**config.mk**
```make
export PLATFORM = sky130hd
export DESIGN_NAME = random_probe_bitmap_id_allocator
export DESIGN_NICKNAME = d
export VERILOG_FILES = /design/src/rpbia_pkg.sv /design/src/random_probe_bitmap_id_allocator.sv /design/src/rpbia_mul.sv /design/src/rpbia_store.sv
export VERILOG_INCLUDE_DIRS = /design/src /design/src/src
export SDC_FILE = /design/constraint.sdc
export NUM_CORES = 2
export LEC_CHECK = 0
export BUFFER_PORTS_ARGS = -buffer_cell sky130_fd_sc_hd__clkbuf_2
export CAP_MARGIN = 30
export CORE_MARGIN = 4
export CORE_UTILIZATION = 55
export CTS_CLUSTER_DIAMETER = 100
export DETAILED_ROUTE_END_ITERATION = 7
export PLACE_DENSITY = 0.77
export SLEW_MARGIN = 20
export SYNTH_ARGS = -nofsm -noshare
export SYNTH_HDL_FRONTEND = slang
export SYNTH_SLANG_ARGS = --single-unit
```
**constraint.sdc**
```tcl
create_clock -name i_clk -period 5.89 [get_ports i_clk]
set_input_delay 0.2945 -clock i_clk [delete_from_list [all_inputs] [get_ports i_clk]]
set_output_delay 0.2945 -clock i_clk [all_outputs]
set_load 0.02 [all_outputs]
```
**src/random_probe_bitmap_id_allocator_macros.svh**
```systemverilog
// Assertion helpers for the allocator module.
`ifndef RANDOM_PROBE_BITMAP_ID_ALLOCATOR_MACROS_SVH
`define RANDOM_PROBE_BITMAP_ID_ALLOCATOR_MACROS_SVH

// Same-cycle implication, disabled while reset is asserted.
`define RPBIA_ASSERT_IMPL(label, clk, rst_n, ante, cons) \
    label: assert property (@(posedge clk) disable iff (!rst_n) (ante) |-> (cons)) \
        else $error("allocator check failed");

// Next-cycle implication, disabled while reset is asserted.
`define RPBIA_ASSERT_NEXT(label, clk, rst_n, ante, cons) \
    label: assert property (@(posedge clk) disable iff (!rst_n) (ante) |=> (cons)) \
        else $error("allocator check failed");

`endif

```
**src/rpbia_pkg.sv**
```systemverilog
package rpbia_pkg;

    localparam int ID_W = 10;
    localparam int SEED_W = 16;
    // Every id that the request field can name lies below this bound.
    localparam int ID_SPACE = 1024;

    localparam logic [SEED_W-1:0] LFSR_TAPS = 16'hB400;
    localparam logic [SEED_W-1:0] LFSR_RESET = 16'h0001;
    // Index of the last draw in one full LFSR period.
    localparam logic [SEED_W-1:0] LFSR_LAST_TRY = 16'hFFFE;

    typedef enum logic [1:0] {
        ACT_PROPOSE = 2'd0,
        ACT_MARK    = 2'd1,
        ACT_UNMARK  = 2'd2,
        ACT_CLEAR   = 2'd3
    } t_action;

    typedef struct packed {
        t_action          action;
        logic [ID_W-1:0]  target_id;
    } t_req;

    typedef struct packed {
        logic [ID_W-1:0]  granted_id;
        logic [ID_W-1:0]  used_count;
    } t_rsp;

    // Galois LFSR, shifting right.
    function automatic logic [SEED_W-1:0] lfsr_next(input logic [SEED_W-1:0] cur);
        logic [SEED_W-1:0] nxt;
        nxt = cur >> 1;
        if (cur[0]) begin
            nxt = nxt ^ LFSR_TAPS;
        end
        return nxt;
    endfunction

endpackage

```
**src/random_probe_bitmap_id_allocator.sv**
```systemverilog
// Random-probe slot id allocator over a bitmap of used flags.
// Requests arrive on the input channel (i_in_valid / o_in_ready / i_in_data) and each
// request yields exactly one response transfer on the output channel
// (o_out_valid / i_out_ready / o_out_data) carrying the granted id and the used count.
// Propose answers a free id without marking it; mark and unmark flip one flag and
// the count follows only real changes; clear empties the whole bitmap.
// A single shared 16x32 multiplier, driven by a small sequencer, does every division
// by a constant (candidate modulo MAX_ID+1, id split into page and bit).
// Clear goes straight to the response, as do mark and unmark of an id that is zero or
// out of range; others split the id into page and bit, read the row and update it.
// Propose draws a candidate modulo MAX_ID+1, checks it likewise, takes it if free, else
// scans its page; a zero or out-of-store candidate, or a full page, leads to a new draw.
// A full store answers a propose without drawing. One request is worked on at a time,
// and the next transfer can come the cycle after a request reaches the output register.
// If the receiver stalls, the response sits in the output register; the block still
// takes the next request, but that one holds in its last step until the register drains.
// i_cfg_we writes the seed of the draw register (zero counts as one) and reloads it.
// Reset (synchronous, active low) empties the bitmap, zeroes the count and loads the
// draw register with one. No clearing pass is needed, since each bitmap row has a
// valid flag that reset and clear drop at once.
`include "random_probe_bitmap_id_allocator_macros.svh"

module random_probe_bitmap_id_allocator #(
    parameter int MAX_ID     = 1023,
    parameter int PAGE_BITS  = 64,
    parameter int PAGE_COUNT = 16
) (
    input  logic                          i_clk,
    input  logic                          i_rst_n,
    input  logic                          i_cfg_we,
    input  logic [rpbia_pkg::SEED_W-1:0]  i_cfg_wdata,
    input  logic                          i_in_valid,
    output logic                          o_in_ready,
    input  rpbia_pkg::t_req               i_in_data,
    output logic                          o_out_valid,
    input  logic                          i_out_ready,
    output rpbia_pkg::t_rsp               o_out_data
);

    import rpbia_pkg::*;

    // Only pages that hold an id below ID_SPACE can ever be marked, so only those
    // pages are stored; every other page always reads as free.
    localparam int REACH  = (ID_SPACE + PAGE_BITS - 1) / PAGE_BITS;
    localparam int ROWS   = (PAGE_COUNT < REACH) ? PAGE_COUNT : REACH;
    localparam int AW     = (ROWS > 1) ? $clog2(ROWS) : 1;
    localparam int BW     = $clog2(PAGE_BITS);
    localparam logic [16:0] MOD_D    = 17'(MAX_ID + 1);
    localparam logic [16:0] MAX_V    = 17'(MAX_ID);
    localparam logic [16:0] ID_LIMIT = 17'(PAGE_COUNT * PAGE_BITS);
    localparam logic [15:0] PB_V     = 16'(PAGE_BITS);
    localparam logic [15:0] ROWS_V   = 16'(ROWS);
    // Reciprocals for division by a constant: the quotient is low by at most one.
    localparam logic [31:0] RECIP_D  = 32'((64'd1 << 32) / (MAX_ID + 1));
    localparam logic [31:0] RECIP_P  = 32'((64'd1 << 32) / PAGE_BITS);

    typedef enum logic [3:0] {
        S_IDLE,
        S_DRAW,
        S_MODQ,
        S_MODR,
        S_PGM,
        S_PGQ,
        S_PGR,
        S_RD,
        S_CHK,
        S_FIND,
        S_OUT
    } t_state;

    t_state                r_state;
    t_action               r_op;
    logic [SEED_W-1:0]     r_lfsr;
    logic [SEED_W-1:0]     r_tries;
    logic [ID_W-1:0]       r_used;
    logic [15:0]           r_cand;
    logic [15:0]           r_page;
    logic [BW-1:0]         r_bit;
    logic [15:0]           r_grant;
    logic [PAGE_BITS-1:0]  r_vmask;
    logic [PAGE_BITS-1:0]  r_free;
    logic                  r_out_valid;
    t_rsp                  r_out;

    logic [15:0]           mul_a;
    logic [31:0]           mul_b;
    logic [47:0]           mul_p;
    logic [SEED_W-1:0]     lfsr_adv;
    logic [16:0]           mod_diff;
    logic [16:0]           mod_rem;
    logic [15:0]           bit_diff;
    logic [15:0]           base_id;
    logic [16:0]           lim;
    logic [PAGE_BITS-1:0]  vmask;
    logic [PAGE_BITS-1:0]  low_free;
    logic [BW-1:0]         low_idx;
    logic [PAGE_BITS-1:0]  row;
    logic                  was_used;
    logic                  tries_done;
    logic                  in_xfer;
    logic                  target_ok;
    logic                  rd_en;
    logic                  wr_en;
    logic [PAGE_BITS-1:0]  wr_data;
    logic                  clr;

    assign in_xfer    = i_in_valid && o_in_ready;
    assign o_in_ready = (r_state == S_IDLE);
    assign lfsr_adv   = lfsr_next(r_lfsr);
    assign tries_done = (r_tries == LFSR_LAST_TRY);
    assign target_ok  = (i_in_data.target_id != '0) &&
                        (17'(i_in_data.target_id) <= MAX_V) &&
                        (17'(i_in_data.target_id) < ID_LIMIT);

    // Operand selection for the shared multiplier.
    always_comb begin
        mul_a = r_cand;
        mul_b = RECIP_P;
        case (r_state)
            S_DRAW: begin
                mul_a = lfsr_adv;
                mul_b = RECIP_D;
            end
            S_MODQ: begin
                mul_a = mul_p[47:32];
                mul_b = 32'(MOD_D);
            end
            S_PGQ: begin
                mul_a = mul_p[47:32];
                mul_b = 32'(PB_V);
            end
            default: begin
                mul_a = r_cand;
                mul_b = RECIP_P;
            end
        endcase
    end

    rpbia_mul #(
        .A_W (16),
        .B_W (32)
    ) u_mul (
        .i_clk (i_clk),
        .i_a   (mul_a),
        .i_b   (mul_b),
        .o_p   (mul_p)
    );

    // Remainder of the draw and of the page split, each corrected once.
    always_comb begin
        mod_diff = {1'b0, r_lfsr} - mul_p[16:0];
        mod_rem  = (mod_diff >= MOD_D) ? (mod_diff - MOD_D) : mod_diff;
        bit_diff = r_cand - mul_p[15:0];
        base_id  = r_cand - 16'(r_bit);
        lim      = MAX_V - {1'b0, base_id};
    end

    // Bits of the page that hold a valid id: not id zero and not above MAX_ID.
    always_comb begin
        for (int b = 0; b < PAGE_BITS; b++) begin
            vmask[b] = (17'(b) <= lim) && ((b != 0) || (base_id != '0));
        end
    end

    // Lowest free valid bit of the page.
    always_comb begin
        low_free = r_free & (~r_free + {{(PAGE_BITS-1){1'b0}}, 1'b1});
        low_idx  = '0;
        for (int b = 0; b < PAGE_BITS; b++) begin
            low_idx = low_idx | (low_free[b] ? BW'(b) : '0);
        end
    end

    assign was_used = row[r_bit];

    always_comb begin
        rd_en   = (r_state == S_RD);
        clr     = in_xfer && (i_in_data.action == ACT_CLEAR);
        wr_en   = 1'b0;
        wr_data = row;
        if (r_state == S_CHK) begin
            if (r_op == ACT_MARK && !was_used) begin
                wr_en   = 1'b1;
                wr_data = row | (PAGE_BITS'(1) << r_bit);
            end else if (r_op == ACT_UNMARK && was_used) begin
                wr_en   = 1'b1;
                wr_data = row & ~(PAGE_BITS'(1) << r_bit);
            end
        end
    end

    rpbia_store #(
        .ROWS     (ROWS),
        .ROW_BITS (PAGE_BITS)
    ) u_store (
        .i_clk     (i_clk),
        .i_rst_n   (i_rst_n),
        .i_clear   (clr),
        .i_rd_en   (rd_en),
        .i_rd_addr (r_page[AW-1:0]),
        .i_wr_en   (wr_en),
        .i_wr_addr (r_page[AW-1:0]),
        .i_wr_data (wr_data),
        .o_rd_data (row)
    );

    // Sequencer: one request at a time, at most one multiplier step per state.
    always_ff @(posedge i_clk) begin
        if (!i_rst_n) begin
            r_state     <= S_IDLE;
            r_op        <= ACT_PROPOSE;
            r_lfsr      <= LFSR_RESET;
            r_tries     <= '0;
            r_used      <= '0;
            r_out_valid <= 1'b0;
        end else begin
            if (o_out_valid && i_out_ready) begin
                r_out_valid <= 1'b0;
            end
            if (i_cfg_we) begin
                r_lfsr <= (i_cfg_wdata == '0) ? LFSR_RESET : i_cfg_wdata;
            end
            case (r_state)
                S_IDLE: begin
                    if (in_xfer) begin
                        r_op    <= i_in_data.action;
                        r_cand  <= 16'(i_in_data.target_id);
                        r_tries <= '0;
                        r_grant <= '0;
                        case (i_in_data.action)
                            ACT_PROPOSE: begin
                                if (17'(r_used) >= MAX_V) begin
                                    r_state <= S_OUT;
                                end else begin
                                    r_state <= S_DRAW;
                                end
                            end
                            ACT_MARK, ACT_UNMARK: begin
                                r_state <= target_ok ? S_PGM : S_OUT;
                            end
                            default: begin
                                r_used  <= '0;
                                r_state <= S_OUT;
                            end
                        endcase
                    end
                end
                S_DRAW: begin
                    r_lfsr  <= lfsr_adv;
                    r_state <= S_MODQ;
                end
                S_MODQ: begin
                    r_state <= S_MODR;
                end
                S_MODR: begin
                    r_cand <= mod_rem[15:0];
                    if ((mod_rem != '0) && (mod_rem < ID_LIMIT)) begin
                        r_state <= S_PGM;
                    end else if (tries_done) begin
                        r_grant <= '0;
                        r_state <= S_OUT;
                    end else begin
                        r_tries <= r_tries + 1'b1;
                        r_state <= S_DRAW;
                    end
                end
                S_PGM: begin
                    r_state <= S_PGQ;
                end
                S_PGQ: begin
                    r_page  <= mul_p[47:32];
                    r_state <= S_PGR;
                end
                S_PGR: begin
                    if (bit_diff >= PB_V) begin
                        r_bit  <= BW'(bit_diff - PB_V);
                        r_page <= r_page + 1'b1;
                    end else begin
                        r_bit  <= BW'(bit_diff);
                    end
                    r_state <= S_RD;
                end
                S_RD: begin
                    r_vmask <= vmask;
                    // Pages beyond the stored rows are never marked.
                    if (r_page >= ROWS_V) begin
                        r_grant <= r_cand;
                        r_state <= S_OUT;
                    end else begin
                        r_state <= S_CHK;
                    end
                end
                S_CHK: begin
                    if (r_op == ACT_PROPOSE) begin
                        if (!was_used) begin
                            r_grant <= r_cand;
                            r_state <= S_OUT;
                        end else begin
                            r_free  <= ~row & r_vmask;
                            r_state <= S_FIND;
                        end
                    end else begin
                        if (r_op == ACT_MARK && !was_used) begin
                            r_used <= r_used + 1'b1;
                        end else if (r_op == ACT_UNMARK && was_used) begin
                            r_used <= r_used - 1'b1;
                        end
                        r_state <= S_OUT;
                    end
                end
                S_FIND: begin
                    if (r_free != '0) begin
                        r_grant <= base_id + 16'(low_idx);
                        r_state <= S_OUT;
                    end else if (tries_done) begin
                        r_grant <= '0;
                        r_state <= S_OUT;
                    end else begin
                        r_tries <= r_tries + 1'b1;
                        r_state <= S_DRAW;
                    end
                end
                S_OUT: begin
                    if (!r_out_valid || i_out_ready) begin
                        r_out_valid      <= 1'b1;
                        r_out.granted_id <= r_grant[ID_W-1:0];
                        r_out.used_count <= r_used;
                        r_state          <= S_IDLE;
                    end
                end
                default: begin
                    r_state <= S_IDLE;
                end
            endcase
        end
    end

    assign o_out_valid = r_out_valid;
    assign o_out_data  = r_out;

    // The count can never pass the number of valid ids.
    `RPBIA_ASSERT_IMPL(a_used_bound, i_clk, i_rst_n, 1'b1, 17'(r_used) <= MAX_V)
    // A clear empties the count in the very next cycle.
    `RPBIA_ASSERT_NEXT(a_clear_zero, i_clk, i_rst_n, clr, r_used == '0)
    // The count only moves on a clear transfer or in the update step.
    `RPBIA_ASSERT_NEXT(a_used_still, i_clk, i_rst_n, (r_state != S_CHK) && !clr,
                       $stable(r_used))
    // The draw register never locks up at zero.
    `RPBIA_ASSERT_IMPL(a_lfsr_live, i_clk, i_rst_n, 1'b1, r_lfsr != '0)

endmodule

```
**src/rpbia_mul.sv**
```systemverilog
module rpbia_mul #(
    parameter int A_W = 16,
    parameter int B_W = 32
) (
    input  logic                 i_clk,
    input  logic [A_W-1:0]       i_a,
    input  logic [B_W-1:0]       i_b,
    output logic [A_W+B_W-1:0]   o_p
);

    logic [A_W+B_W-1:0] r_p;

    // The product is registered; the sequencer reads it in the next cycle.
    always_ff @(posedge i_clk) begin
        r_p <= (A_W+B_W)'(i_a) * (A_W+B_W)'(i_b);
    end

    assign o_p = r_p;

endmodule

```
**src/rpbia_store.sv**
```systemverilog
module rpbia_store #(
    parameter int ROWS     = 16,
    parameter int ROW_BITS = 64,
    localparam int AW      = (ROWS > 1) ? $clog2(ROWS) : 1
) (
    input  logic                 i_clk,
    input  logic                 i_rst_n,
    input  logic                 i_clear,
    input  logic                 i_rd_en,
    input  logic [AW-1:0]        i_rd_addr,
    input  logic                 i_wr_en,
    input  logic [AW-1:0]        i_wr_addr,
    input  logic [ROW_BITS-1:0]  i_wr_data,
    output logic [ROW_BITS-1:0]  o_rd_data
);

    logic [ROW_BITS-1:0] r_mem [ROWS];
    logic [ROWS-1:0]     r_valid;
    logic [ROW_BITS-1:0] r_rd_data;
    logic                r_rd_vld;

    always_ff @(posedge i_clk) begin
        if (i_wr_en) begin
            r_mem[i_wr_addr] <= i_wr_data;
        end
        if (i_rd_en) begin
            r_rd_data <= r_mem[i_rd_addr];
        end
    end

    // A row that was not written since reset or the last clear reads as all free.
    always_ff @(posedge i_clk) begin
        if (!i_rst_n) begin
            r_valid  <= '0;
            r_rd_vld <= 1'b0;
        end else begin
            if (i_clear) begin
                r_valid <= '0;
            end else if (i_wr_en) begin
                r_valid[i_wr_addr] <= 1'b1;
            end
            if (i_rd_en) begin
                r_rd_vld <= r_valid[i_rd_addr];
            end
        end
    end

    assign o_rd_data = r_rd_vld ? r_rd_data : '0;

endmodule

```
==> reports/results.ini <==
[synthesis]
synth_top_family_by_area = multiplexers
simple_gate_fraction_of_synth_area_pct = 5.649
synth-edff-count = 1284
synth.area.mux_share_pct = 13.57
synthArstFlopShare_pct = 0
synth_fa_ha_area_share_pct = 3.655
synth_compound_area_share_pct = 6.590
seq_area_frac_synth_pct = 68.00
post_synth_num_cell_types = 88
syn_avg_cell_area_um2 = 17.08
synthDominantAreaCellType = sky130_fd_sc_hd__edfxtp_1
syn-cell-area_mm2 = 0.05929
synth_xor_xnor_area_share_pct = 0.8715
ys_ff_latch = 1372
synth.top_cell.area_share_pct = 65.03
yosysWarningCount = 0
post_synthesis_instance_total = 3472
leading_post_synthesis_cells_by_cell_area = sky130_fd_sc_hd__edfxtp_1, sky130_fd_sc_hd__mux4_2, sky130_fd_sc_hd__ha_1, sky130_fd_sc_hd__dfxtp_1, sky130_fd_sc_hd__o21ai_0
ys_dominant_reg_cell = sky130_fd_sc_hd__edfxtp_1

[critical_path]
worst_ep_arrival_time_ns = 5.96
cp_num_cells = 16
critical-path-max-stage-delay_ns = 0.75
rr_endpoint = r_vmask[27]$_DFFE_PP_
path_class = reg2reg
reg2reg_from = r_bit[1]$_DFFE_PP_
crit_path_frequent_cell = sky130_fd_sc_hd__buf_4
crit_path_max_fanout = 27
setup.worst_path.end = r_vmask[27]$_DFFE_PP_
cp.buffers_inverters = 3
cp_slowest_cell = sky130_fd_sc_hd__and2_1
critPathCaptureType = flip-flop
worst_setup_path_start_kind = flip-flop
critical_path.cell_chain = buf_4 > inv_1 > fa_1 > a21o_1 > a21oi_1 > o21bai_1 > a2111oi_0 > xnor2_1 > ha_1 > nand3_1 > o22ai_1 > nand4_2 > nor4b_4 > buf_4 > and2_1 > o21ai_0
worst-r2r-cell-count = 16
worstPathRequired_ns = 6.33
setup.reg_to_reg.worst_slack_ns = 0.37
worstSetupStartpoint = r_bit[1]$_DFFE_PP_
critical_path.top_delay_family = compound AO/OA/AOI/OAI gates

[cells_and_area]
proportion_of_layout_cells_with_a_drive_suffix_above_1_pct = 21.43
fill_cell_count = 7359
mostFrequentLayoutCell = sky130_fd_sc_hd__edfxtp_1
fin_nets = 3904
syn2layout_area_growth_pct = 13.24
fin_util_pct = 62.72
final_cell_mix = sky130_fd_sc_hd__edfxtp_1, sky130_fd_sc_hd__mux4_2, sky130_fd_sc_hd__nand2_1, sky130_fd_sc_hd__o21ai_0, sky130_fd_sc_hd__ha_1

[status]
outcome = completed

[global_routing]
groute.usage.overall_pct = 27.07
grt_start_max_net_pins = 133
antenna_violations_before_repair = 3
number_of_global_route_vias_before_repair = 33804
global_route.overflow_total = 0
grt_first_pass_wirelength_um = 224300

[clocking]
cts-resized-gates = 0
clk_latency_ns = 0.76
tritoncts = built
cts-root-buf = sky130_fd_sc_hd__clkbuf_16
number_of_sinks_on_the_clock_net = 1372
cts_buffer_depth = 3
holdBufCountCts = 31
clk_pin_slew_worst_paths_ns = 0.06
cts-buffers-inserted = 139
ctsHtreeMaxLevel = 4
cts.repair_timing.setup_buffer_count = 0

[sta]
final_hold_viol_count = 0
timing.setup.tns_ns = 0
period_minus_slack_ns = 5.520
final.setup_skew_ns = 0.02850
holdWs_ns = 0.1519
fmaxAchievable_mhz = 181.1
tightestPinTransition_ns = 1.111
unrepaired_setup_endpoints_after_global_routing = false
post-route-worst-setup-slack_ns = 0.3695
timing.max_slew.rel_slack_pct = 25.94
report.final.setup_viol = 0
final-max-slew-violation-count = 0
timing.final.crit_share_pct = 93.73

[floorplan]
die_y_um = 336.3
die_area_mm2 = 0.1131
fp-row-count = 120
start_util_pct = 55.38
design.portCount = 55
core_footprint_mm2 = 0.1071
die_x_um = 336.3

[power_and_ir_drop]
finalPower_mw = 22.30
cellLeakagePower_nw = 21.56
vdd.ir_drop.worst_v = 0.0002490
power-per-cell-area_mw_per_mm2 = 332.1

[drt]
drt_wl_total_um = 151000
drt_drc_violations_left = 0
post_drt_via_cell_ratio = 6.616
vias = 34515
route.antenna.remaining_nets = 0
drt_pre_antenna_iters = 6
wl_per_cell_um = 28.95
detail_route.iter0.violations = 4631

[placement]
dpl.hpwl_um = 90040
finalWeightedCongestion = 0.9970
dp_slack_ns = 0.5723
number_of_input_and_output_port_buffers_inserted = 54

[job]
drv_cap = 0

[min_path]
worst_hold_path_type = in2reg

-- area by class of cell --
cell class / instances / area, µm² / area share [%]
diodes: 1 / 2.502 / 0.003727
multi-input cells: 1860 / 18180 / 27.07
clock buffers: 173 / 3701 / 5.512
well taps: 1403 / 1755 / 2.614
inverters: 88 / 331.6 / 0.4938
repair buffers: 241 / 2078 / 3.095
clock inverters: 79 / 773.2 / 1.152
flip-flops and latches: 1372 / 40320 / 60.05
-- power breakdown --
group / internal, mW / switching (mW) / total (mW)
registers: 10.7 / 0.217 / 10.9
logic: 1.05 / 1.63 / 2.68
clock network: 4.91 / 3.77 / 8.69
total: 16.7 / 5.62 / 22.3
-- cell families after synthesis --
logic type / Yosys count
other: 2
muxes: 370
DFF: 1372
xor gates and xnor gates: 59
buffers and inverters: 248
adders and majority gates: 169
AOI/OAI and AO/OA: 593
and+or+nand+nor: 659
-- state kept, by name, indices dropped and copies added (netlist names), 2 cells and up --
name,count
o_out_data,20
r_op,2
r_vmask,64
u_mul.o_p,22
r_free,64
r_grant,10
r_tries,16
r_state,4
r_cand,16
r_lfsr,16
r_used,10
r_page,16
u_store.r_rd_data,64
r_bit,6
u_store.r_mem,1024
u_store.r_valid,16
-- per-stage QoR --
stage | cells | area (µm²)
6_report | 5217 | 67140
5_1_grt | 5216 | 67140
4_1_cts | 5212 | 67100
3_5_place_dp | 4929 | 62310
3_3_place_gp | 4926 | 62280
2_1_floorplan | 3480 | 59320
-- synthesized netlist by cell type (19+ instances only) --
library cell	count
sky130_fd_sc_hd__a211oi_1	21
sky130_fd_sc_hd__a21boi_0	68
sky130_fd_sc_hd__a21o_1	19
sky130_fd_sc_hd__a21oi_1	82
sky130_fd_sc_hd__a31oi_1	19
sky130_fd_sc_hd__and2_1	33
sky130_fd_sc_hd__and3_1	23
sky130_fd_sc_hd__buf_1	29
sky130_fd_sc_hd__clkbuf_1	116
sky130_fd_sc_hd__dfxtp_1	88
sky130_fd_sc_hd__edfxtp_1	1284
sky130_fd_sc_hd__ha_1	162
sky130_fd_sc_hd__inv_1	84
sky130_fd_sc_hd__mux4_2	344
sky130_fd_sc_hd__nand2_1	167
sky130_fd_sc_hd__nand2b_1	20
sky130_fd_sc_hd__nand3_1	66
sky130_fd_sc_hd__nand4_1	23
sky130_fd_sc_hd__nor2_1	150
sky130_fd_sc_hd__nor2b_1	27
sky130_fd_sc_hd__nor3_1	52
sky130_fd_sc_hd__nor4_1	26
sky130_fd_sc_hd__o211ai_1	87
sky130_fd_sc_hd__o21a_1	25
sky130_fd_sc_hd__o21ai_0	165
sky130_fd_sc_hd__o31ai_1	21
sky130_fd_sc_hd__xnor2_1	35
sky130_fd_sc_hd__xor2_1	24
-- layer usage --
layer / share of wire [%] / global-route usage [%] / vias up / wire length, µm
li1: - / - / 14549 / -
met1: 39 / 38.68 / 17583 / 59200
met2: 48 / 42.82 / 2043 / 72300
met3: 9.4 / 4.668 / 334 / 14160
met4: 3.5 / 9.379 / 6 / 5328
met5: 0.023 / 0 / - / 35
-- how the worst min path moves through the flow --
stage	startpoint	to	slack, ns	cells past startpoint
after floorplan	r_grant[9]$_SDFFCE_PN0P_	o_out_data[19]$_DFFE_PP_	0.43	0
after global placement	r_grant[9]$_SDFFCE_PN0P_	o_out_data[19]$_DFFE_PP_	0.44	0
after detailed placement	r_grant[9]$_SDFFCE_PN0P_	o_out_data[19]$_DFFE_PP_	0.45	0
after CTS	i_rst_n	r_state[0]$_SDFFE_PN0P_	0.10	3
after global routing	i_in_valid	r_op[1]$_SDFFE_PN0P_	0.18	4
final	i_rst_n	r_state[0]$_SDFFE_PN0P_	0.15	3
-- worst min-delay path, cell delays in order --
cell                       delay [ns]
sky130_fd_sc_hd__clkbuf_2        0.34
sky130_fd_sc_hd__nand2_1         0.18
sky130_fd_sc_hd__nor2_1          0.04
(Power assumes the default switching activity.)
